### config.mk
export PLATFORM = sky130hd
export DESIGN_NAME = failover_tier_selector
export DESIGN_NICKNAME = d
export VERILOG_FILES = /design/src/design/fts_pkg.sv /design/src/design/fts_cell.sv /design/src/design/failover_tier_selector.sv
export SDC_FILE = /design/constraint.sdc
export NUM_CORES = 2
export LEC_CHECK = 0
export ABC_AREA = 1
export BUFFER_PORTS_ARGS = -buffer_cell sky130_fd_sc_hd__buf_4
export CAP_MARGIN = 30
export CORE_ASPECT_RATIO = 2
export CORE_MARGIN = 2
export CORE_UTILIZATION = 40
export DETAILED_ROUTE_END_ITERATION = 10
export HOLD_SLACK_MARGIN = 0.03
export PLACE_DENSITY_LB_ADDON = 0.2
export SETUP_SLACK_MARGIN = 0.5
export SYNTH_ARGS = -nofsm -noshare
export SYNTH_HDL_FRONTEND = slang
export SYNTH_SLANG_ARGS = --single-unit
### constraint.sdc
create_clock -name clock -period 5.5 [get_ports clock]
set_input_delay 1.1 -clock clock [delete_from_list [all_inputs] [get_ports clock]]
set_output_delay 1.1 -clock clock [all_outputs]
set_load 0.01 [all_outputs]
### src/design/fts_pkg.sv
// Shared types, constants and helpers for the failover tier selector.
package fts_pkg;

   localparam int NUM_TIERS = 8;
   localparam int IDX_W     = (NUM_TIERS > 1) ? $clog2(NUM_TIERS) : 1;
   localparam int CNT_W     = 16;
   localparam int REQ_W     = 3;
   localparam int FAULT_W   = 3;
   localparam int AVAIL_W   = 8;
   localparam int OUT_IDX_W = 3;
   localparam int CSR_IDX_W = 1;
   localparam int DATA_W    = 16;

   localparam logic [CNT_W-1:0]   CNT_MAX       = '1;
   localparam logic [FAULT_W-1:0] FAULT_REMOVED = 3'd2;

   localparam logic [CSR_IDX_W-1:0] CSR_QUAR_TICKS     = 1'd0;
   localparam logic [CSR_IDX_W-1:0] CSR_PROBE_INTERVAL = 1'd1;

   typedef enum logic [REQ_W-1:0] {
      REQ_TICK    = 3'd0,
      REQ_SELECT  = 3'd1,
      REQ_REPORT  = 3'd2,
      REQ_RECOVER = 3'd3,
      REQ_SESSION = 3'd4
   } req_kind_type;

   typedef enum logic [2:0] {
      CMD_NONE,
      CMD_TICK,
      CMD_SCAN_SELECT,
      CMD_SCAN_REPORT,
      CMD_SCAN_RECOVER,
      CMD_SESSION
   } cell_cmd_type;

   // Broadcast to every cell in the ladder.
   typedef struct packed {
      cell_cmd_type       cmd;
      logic [CNT_W-1:0]   quar_ticks;
      logic [CNT_W-1:0]   probe_interval;
      logic [FAULT_W-1:0] fault_code;
   } cell_bus_type;

   // Per-cell qualifiers worked out from the active tier and the probe bits.
   typedef struct packed {
      logic target;
      logic below_active;
      logic avail;
   } cell_ctrl_type;

   function automatic logic [OUT_IDX_W-1:0] to_out_idx(input logic [IDX_W-1:0] idx);
      logic [IDX_W+OUT_IDX_W-1:0] ext;
      ext = {{OUT_IDX_W{1'b0}}, idx};
      return ext[OUT_IDX_W-1:0];
   endfunction

endpackage

### src/design/fts_cell.sv
// One tier of the ladder: its health, quarantine and fault state plus its link in the scan chain.
module fts_cell (
   input  logic                 clock,
   input  logic                 reset,
   input  fts_pkg::cell_bus_type  bus,
   input  fts_pkg::cell_ctrl_type ctrl,
   input  logic                 claim_in,
   output logic                 claim_out,
   output logic                 claim
);
   import fts_pkg::*;

   logic             fatal_ff, fatal_in;
   logic [CNT_W-1:0] quar_ff, quar_in;
   logic [CNT_W-1:0] count_ff, count_in;
   logic             cache_ok_ff, cache_ok_in;
   logic             cached_ff, cached_in;
   logic [CNT_W-1:0] age_ff, age_in;

   logic             rep_here;
   logic             fatal_eff;
   logic [CNT_W-1:0] quar_eff;
   logic             cache_eff;
   logic             scan;
   logic             check;
   logic             use_cache;
   logic             health;

   // A fault report on this tier takes effect before the scan looks at it.
   assign rep_here  = (bus.cmd == CMD_SCAN_REPORT) && ctrl.target;
   assign fatal_eff = fatal_ff | (rep_here && (bus.fault_code == FAULT_REMOVED));
   assign quar_eff  = rep_here ? bus.quar_ticks : quar_ff;
   assign cache_eff = cache_ok_ff & ~rep_here;

   assign scan = (bus.cmd == CMD_SCAN_SELECT) || (bus.cmd == CMD_SCAN_REPORT) ||
                 ((bus.cmd == CMD_SCAN_RECOVER) && ctrl.below_active && (count_ff != '0));

   // Only tiers the scan actually reaches run a health check.
   assign check     = scan && !claim_in && !fatal_eff && (quar_eff == '0);
   assign use_cache = (bus.probe_interval != '0) && cache_eff && (age_ff < bus.probe_interval);
   assign health    = use_cache ? cached_ff : ctrl.avail;
   assign claim     = check && health;
   assign claim_out = claim_in | claim;

   always_comb begin
      fatal_in    = fatal_ff;
      quar_in     = quar_ff;
      count_in    = count_ff;
      cache_ok_in = cache_ok_ff;
      cached_in   = cached_ff;
      age_in      = age_ff;
      case (bus.cmd)
         CMD_TICK: begin
            if (quar_ff != '0) quar_in = quar_ff - 1'b1;
            if (age_ff != CNT_MAX) age_in = age_ff + 1'b1;
         end
         CMD_SESSION: begin
            fatal_in    = 1'b0;
            quar_in     = '0;
            cache_ok_in = 1'b0;
         end
         default: begin
            if (rep_here) begin
               fatal_in    = fatal_eff;
               quar_in     = quar_eff;
               cache_ok_in = 1'b0;
               if (count_ff != CNT_MAX) count_in = count_ff + 1'b1;
            end
            if (check && !use_cache) begin
               cached_in   = ctrl.avail;
               age_in      = '0;
               cache_ok_in = 1'b1;
            end
         end
      endcase
   end

   always_ff @(posedge clock) begin
      if (reset) begin
         fatal_ff    <= 1'b0;
         quar_ff     <= '0;
         count_ff    <= '0;
         cache_ok_ff <= 1'b0;
         cached_ff   <= 1'b0;
         age_ff      <= '0;
      end else begin
         fatal_ff    <= fatal_in;
         quar_ff     <= quar_in;
         count_ff    <= count_in;
         cache_ok_ff <= cache_ok_in;
         cached_ff   <= cached_in;
         age_ff      <= age_in;
      end
   end

endmodule

### src/design/failover_tier_selector.sv
// Top level of the failover tier selector: request decode, ladder of tier cells, result register.
//
//   channel  direction  handshake          payload
//   req      in         tvalid / tready    tdata: fault_code, probe_avail; tuser: req_type
//   rsp      out        tvalid / tready    tdata: ok, active, baseline, reason fields
//   csr      in         we                 index, wdata (16 bits)
//
// Each request is first captured and then executed in a scan step in which the whole
// ladder scans and updates, the tier cells passing the claim down the chain.
// The result sits in an output register, so the next request is taken while it waits;
// if the previous result is still unread the scan cycle waits for it.
// Reset is synchronous and brings every tier and the selection state to zero.
module failover_tier_selector (
   input  logic        clock,
   input  logic        reset,
   input  logic        req_tvalid,
   output logic        req_tready,
   input  logic [15:0] req_tdata,   // fault_code [2:0], probe_avail [10:3], zero fill
   input  logic [2:0]  req_tuser,   // req_type
   output logic        rsp_tvalid,
   input  logic        rsp_tready,
   output logic [15:0] rsp_tdata,   // ok, active_valid, active_index, baseline_valid,
                                    // baseline_index, reason_valid, reason_tier, reason_fault
   input  logic        csr_we,
   input  logic [0:0]  csr_index,
   input  logic [15:0] csr_wdata
);
   import fts_pkg::*;

   typedef enum logic [1:0] {
      ST_IDLE = 2'b01,
      ST_EXEC = 2'b10
   } state_type;

   state_type          state_ff, state_in;
   req_kind_type       kind_ff;
   logic [FAULT_W-1:0] fault_ff;
   logic [AVAIL_W-1:0] avail_ff;

   logic [CNT_W-1:0]   quar_ticks_ff;
   logic [CNT_W-1:0]   probe_interval_ff;

   logic               active_flag_ff, active_flag_in;
   logic [IDX_W-1:0]   active_idx_ff, active_idx_in;
   logic               baseline_flag_ff, baseline_flag_in;
   logic [IDX_W-1:0]   baseline_idx_ff, baseline_idx_in;
   logic               reason_flag_ff, reason_flag_in;
   logic [IDX_W-1:0]   reason_idx_ff, reason_idx_in;
   logic [FAULT_W-1:0] reason_code_ff, reason_code_in;

   logic               rsp_valid_ff, rsp_valid_in;
   logic [DATA_W-1:0]  rsp_data_ff, rsp_data_in;

   logic               accept;
   logic               fire;
   logic               ok;
   cell_cmd_type       cmd;
   cell_bus_type       bus;
   cell_ctrl_type      ctrl [NUM_TIERS];
   logic [NUM_TIERS:0] chain;
   logic [NUM_TIERS-1:0] claim;
   logic               any;
   logic [IDX_W-1:0]   found;

   assign accept     = req_tvalid && req_tready;
   assign req_tready = (state_ff == ST_IDLE);
   assign fire       = (state_ff == ST_EXEC) && (!rsp_valid_ff || rsp_tready);
   assign rsp_tvalid = rsp_valid_ff;
   assign rsp_tdata  = rsp_data_ff;

   always_comb begin
      cmd = CMD_NONE;
      if (fire) begin
         case (kind_ff)
            REQ_TICK:    cmd = CMD_TICK;
            REQ_SELECT:  cmd = CMD_SCAN_SELECT;
            REQ_REPORT:  cmd = active_flag_ff ? CMD_SCAN_REPORT : CMD_NONE;
            REQ_RECOVER: cmd = (active_flag_ff && (active_idx_ff != '0)) ?
                               CMD_SCAN_RECOVER : CMD_NONE;
            REQ_SESSION: cmd = CMD_SESSION;
            default:     cmd = CMD_NONE;
         endcase
      end
   end

   assign bus.cmd            = cmd;
   assign bus.quar_ticks     = quar_ticks_ff;
   assign bus.probe_interval = probe_interval_ff;
   assign bus.fault_code     = fault_ff;

   assign chain[0] = 1'b0;

   for (genvar gi = 0; gi < NUM_TIERS; gi++) begin : g_tier
      assign ctrl[gi].target       = (active_idx_ff == IDX_W'(gi));
      assign ctrl[gi].below_active = (IDX_W'(gi) < active_idx_ff);
      if (gi < AVAIL_W) begin : g_probe
         assign ctrl[gi].avail = avail_ff[gi];
      end else begin : g_no_probe
         assign ctrl[gi].avail = 1'b0;
      end

      fts_cell u_cell (
         .clock     (clock),
         .reset     (reset),
         .bus       (bus),
         .ctrl      (ctrl[gi]),
         .claim_in  (chain[gi]),
         .claim_out (chain[gi+1]),
         .claim     (claim[gi])
      );
   end

   assign any = chain[NUM_TIERS];

   // At most one cell claims, so OR-ing the indices encodes the winner.
   always_comb begin
      found = '0;
      for (int i = 0; i < NUM_TIERS; i++) begin
         if (claim[i]) found = found | IDX_W'(i);
      end
   end

   always_comb begin
      active_flag_in   = active_flag_ff;
      active_idx_in    = active_idx_ff;
      baseline_flag_in = baseline_flag_ff;
      baseline_idx_in  = baseline_idx_ff;
      reason_flag_in   = reason_flag_ff;
      reason_idx_in    = reason_idx_ff;
      reason_code_in   = reason_code_ff;
      ok               = 1'b0;
      case (cmd)
         CMD_TICK, CMD_SESSION: begin
            ok = 1'b1;
         end
         CMD_SCAN_SELECT, CMD_SCAN_REPORT: begin
            if (any) begin
               active_flag_in = 1'b1;
               active_idx_in  = found;
               if (!baseline_flag_ff) begin
                  baseline_flag_in = 1'b1;
                  baseline_idx_in  = found;
               end
               if (found <= baseline_idx_in) reason_flag_in = 1'b0;
               ok = 1'b1;
            end else begin
               active_flag_in = 1'b0;
            end
            if (cmd == CMD_SCAN_REPORT) begin
               // Falling back only counts when a lower tier took over.
               if (!any || (found <= active_idx_ff)) begin
                  active_flag_in = 1'b1;
                  active_idx_in  = active_idx_ff;
                  ok             = 1'b0;
               end else begin
                  reason_flag_in = 1'b1;
                  reason_idx_in  = active_idx_ff;
                  reason_code_in = fault_ff;
                  ok             = 1'b1;
               end
            end
         end
         CMD_SCAN_RECOVER: begin
            if (any) begin
               active_idx_in = found;
               if (found <= baseline_idx_ff) reason_flag_in = 1'b0;
               ok = 1'b1;
            end
         end
         default: begin
            ok = 1'b0;
         end
      endcase
   end

   always_comb begin
      rsp_data_in = {reason_code_in, to_out_idx(reason_idx_in), reason_flag_in,
                     to_out_idx(baseline_idx_in), baseline_flag_in,
                     to_out_idx(active_idx_in), active_flag_in, ok};
      if (fire) begin
         rsp_valid_in = 1'b1;
      end else if (rsp_tready) begin
         rsp_valid_in = 1'b0;
      end else begin
         rsp_valid_in = rsp_valid_ff;
      end
   end

   always_comb begin
      state_in = state_ff;
      case (state_ff)
         ST_IDLE: if (accept) state_in = ST_EXEC;
         ST_EXEC: if (fire) state_in = ST_IDLE;
         default: state_in = ST_IDLE;
      endcase
   end

   always_ff @(posedge clock) begin
      if (reset) begin
         state_ff          <= ST_IDLE;
         rsp_valid_ff      <= 1'b0;
         quar_ticks_ff     <= '0;
         probe_interval_ff <= '0;
         active_flag_ff    <= 1'b0;
         active_idx_ff     <= '0;
         baseline_flag_ff  <= 1'b0;
         baseline_idx_ff   <= '0;
         reason_flag_ff    <= 1'b0;
         reason_idx_ff     <= '0;
         reason_code_ff    <= '0;
      end else begin
         state_ff     <= state_in;
         rsp_valid_ff <= rsp_valid_in;
         if (csr_we) begin
            case (csr_index)
               CSR_QUAR_TICKS:     quar_ticks_ff     <= csr_wdata;
               CSR_PROBE_INTERVAL: probe_interval_ff <= csr_wdata;
               default: ;
            endcase
         end
         if (fire) begin
            active_flag_ff   <= active_flag_in;
            active_idx_ff    <= active_idx_in;
            baseline_flag_ff <= baseline_flag_in;
            baseline_idx_ff  <= baseline_idx_in;
            reason_flag_ff   <= reason_flag_in;
            reason_idx_ff    <= reason_idx_in;
            reason_code_ff   <= reason_code_in;
         end
      end
   end

   always_ff @(posedge clock) begin
      if (accept) begin
         kind_ff  <= req_kind_type'(req_tuser);
         fault_ff <= req_tdata[FAULT_W-1:0];
         avail_ff <= req_tdata[FAULT_W+AVAIL_W-1:FAULT_W];
      end
      if (fire) begin
         rsp_data_ff <= rsp_data_in;
      end
   end

endmodule

==> summary.md <==
| Metric | Value |
|---|---|
| VDD IR max | 0.0002397 V |
| Top cell type's share of synthesized area | 0.3029 |
| Vias in the first global route | 29260 |
| Status | finished clean |
| CTS buffer count | 47 |
| Initial Util | 0.4028 |
| Final antenna-violating net count | 0 |
| P_leak | 13.92 nW |
| Yosys cell types | 75 |
| CTS root buf | clkbuf_16 |
| Worst reg2reg path startpoint | active_idx_ff[2] |
| RSZ-0062 raised after global routing | no |
| Row count | 140 |
| Final Hold Vio Count | 0 |
| Worst-skew pair later-pin latency | a little over 600 ps |
| Die area | 75340 um^2 |
| Placer Congestion | roughly 0.93 |
| Via count | 29554 |
| Total GRT Usage | 0.2604 |
| Max_cap viols | 0 |
| Final HPWL DP | 73460 um |
| Clk slew on worst S/H paths | 70 ps |
| Clock Path Buffers | 3 |
| Hold depth | 2 |
| Final setup viols | 0 |
| Die H | 386.2 um |
| # clock sinks | between 400 and 500 |
| Syn. warnings | 0 |
| PwrDens | 224.9 nW/um^2 |
| Synth area leaders | dfxtp_1 30%, nand2_1 9.5%, o21ai_0 7.1% |
| Tcrit/Tclk final | 0.8645 |
| Area leader, netlist | dfxtp_1 |
| Worst path required time | 5870 ps |
| Design area | 33700 um^2 |
| Floorplan core area | approximately 73000 um^2 |
| Crit path to | rsp_tdata[9] |
| Final WL | just under 100000 um |
| Largest net degree at the start of global routing | 114 |
| Ant. Diodes | 0 |
| Most common cell in the netlist | nand2_1 |
| Initial antenna violation count | 0 |
| Fmax | 0.2103 GHz |
| Worst Tran Pin Value | 1012 ps |
| Vias per cell | 5.454 |
| 1st-iter DRT viols | 1448 |
| H-Tree Depth | 2 |
| Layout cells sized above 1 | 0.1090 |
| Worst Setup SP | rsp_tready |
| DP Area | 31980 um^2 |
| Post-synth EDFFs | 30 |
| Setup TNS | 0 ps |
| Yosys reg bits | 472 |
| Area Overhead vs Synth | 15.36% |
| Slew HR | 0.3251 |
| Critical Path Most Common Cell | nand2_1 |
| CP max stage delay | 440 ps |
| Port Buffer Count | 53 |
| Syn nets | ~4500 |
| Hold WS | about 460 ps |
| Final Total Pwr | ~7.6 mW |
| Final Critical Period | 4755 ps |
| Crit Path Max Fanout | 18 |
| Main synth FF type | dfxtp_1 |
| CTS tree | yes |
| Pre-antenna DRT Iters | 5 |
| CP Data Arrival Time | between 5000 and 6000 ps |
| Reg-to-Reg End | rsp_tdata[9] |
| Die Wd | around 200 um |
| Internal reg-to-reg setup slack | 790 ps |
| Critical-path top delay cell | o21ai_0 |
| Kind of critical path | input pin to flip-flop |
| Startpoint types | input pin |
| Nets | 4659 |
| First-pass GRT wire length | 154800 um |
| Syn Inst Count | 4268 |
| Remaining DRCs | 0 |
| Sequential area share after synthesis | 0.3338 |
| Max-slew violation count | 0 |
| Drt wl/cell | 18.24 um |
| Top cells by count, synth | 741 x nand2_1, 540 x inv_1, 442 x dfxtp_1 |
| Final Skew | 29.85 ps |
| I/O pin count | between 50 and 60 |
| Synthesized area | 29210 um^2 |
| Reg2Reg Depth | 27 |
| Worst setup EP type | flip-flop |
| HP Class | flip-flop to flip-flop |
| Post-Syn Area per Cell | approximately 6.8 um^2 |
| Async SR Flop Fraction | 0 |
| Remaining Overflow, GRT | 0 |
## timing repair
| action | in CTS | in global routing |
|---|---|---|
| setup buffers | 0 | 1 |
| endpoints found under the setup margin | 0 | 21 |
| hold buffers | 0 | 0 |
| resized for setup | 0 | 26 |
## critical path, delay by kind of cell
kind            cells  cell delay (ps)
compound gates      7             1410
fa+ha+maj           1              290
buf+inv             6              700
simple gates       16             1600
## stage by stage
stage / utilization / setup WS (ps) / std cells
after floorplan: - / 614.4 / 4268
after global placement: 0.4409 / 166.2 / 5331
after detailed placement: 0.4410 / 120.1 / 5332
after CTS: 0.4631 / 698.3 / 5418
after global routing: 0.4647 / 495.9 / 5419
final: 0.4647 / 745.3 / 5419
## worst min-delay path by stage
| stage | startpoint | endpoint | slack, ps |
|---|---|---|---|
| floorplan | g_tier[0].u_cell.cached_ff | g_tier[0].u_cell.cached_ff | 430 |
| global placement | g_tier[0].u_cell.cached_ff | g_tier[0].u_cell.cached_ff | 440 |
| detailed placement | g_tier[0].u_cell.cached_ff | g_tier[0].u_cell.cached_ff | 450 |
| CTS | g_tier[0].u_cell.cached_ff | g_tier[0].u_cell.cached_ff | 460 |
| global route | g_tier[6].u_cell.cached_ff | g_tier[6].u_cell.cached_ff | 480 |
| finish | g_tier[0].u_cell.cached_ff | g_tier[0].u_cell.cached_ff | 460 |
## final cells by class
type | count | area, um^2
Clock buffer | 66 | 1329
Inverter | 558 | 2106
Sequential cell | 472 | 9751
Timing Repair Buffer | 276 | 2217
Fill cell | 7573 | 38820
Multi-Input combinational cell | 3104 | 16870
Clock inverter | 20 | 270.3
Tap cell | 923 | 1155
## placed cells by master, fill, tap and decap left out, types with 41 or more instances in the layout
cell type | Yosys | final
a31oi_1 | 61 | 61
xor2_1 | 41 | 41
nand3_1 | 203 | 202
nor2_1 | 408 | 406
inv_1 | 540 | 537
nand2_1 | 741 | 738
o21ai_0 | 417 | 410
clkbuf_16 | 0 | 48
dfxtp_1 | 442 | 441
nand4_1 | 73 | 73
buf_4 | 2 | 263
a21oi_1 | 391 | 391
a211oi_1 | 41 | 41
nor3_1 | 161 | 159
o21ai_1 | 42 | 47
ha_1 | 159 | 159
nor4_1 | 55 | 55
## logic make-up after synthesis
kind of cell,share of synthesized area
AND/OR/NAND/NOR,0.2797
XOR/XNOR,0.01589
adder cells (fa/ha/maj),0.06811
buffers and inverters,0.09252
flip-flops,0.3338
AO/OA/AOI/OAI,0.2100
## sequential cells by signal, summed over array words and instances, names as in the netlist, 8 cells and up
signal and cells:
g_tier.u_cell.cache_ok_ff 8, g_tier.u_cell.quar_ff 128, rsp_tdata 16, g_tier.u_cell.fatal_ff 8
quar_ticks_ff 16, g_tier.u_cell.cached_ff 8, g_tier.u_cell.count_ff 112, avail_ff 8
g_tier.u_cell.age_ff 128, probe_interval_ff 16
## layer usage
metal	vias to the layer above	GRT usage	part of all wire	wire length, um
met3	323	0.02673	0.036	3512
met2	656	0.5081	0.53	52190
met4	0	0.2023	0.086	8460
li1	14912	-	-	-
met5	-	0	0	0
met1	13663	0.2468	0.35	34680
## report_power, final
part	switching [mW]	leakage, nW	internal [mW]
Sequential	0.0317	3.85	3.49
Clock	1.54	0.779	1.94
Combinational	0.407	9.29	0.180
(Power assumes the default switching activity.)
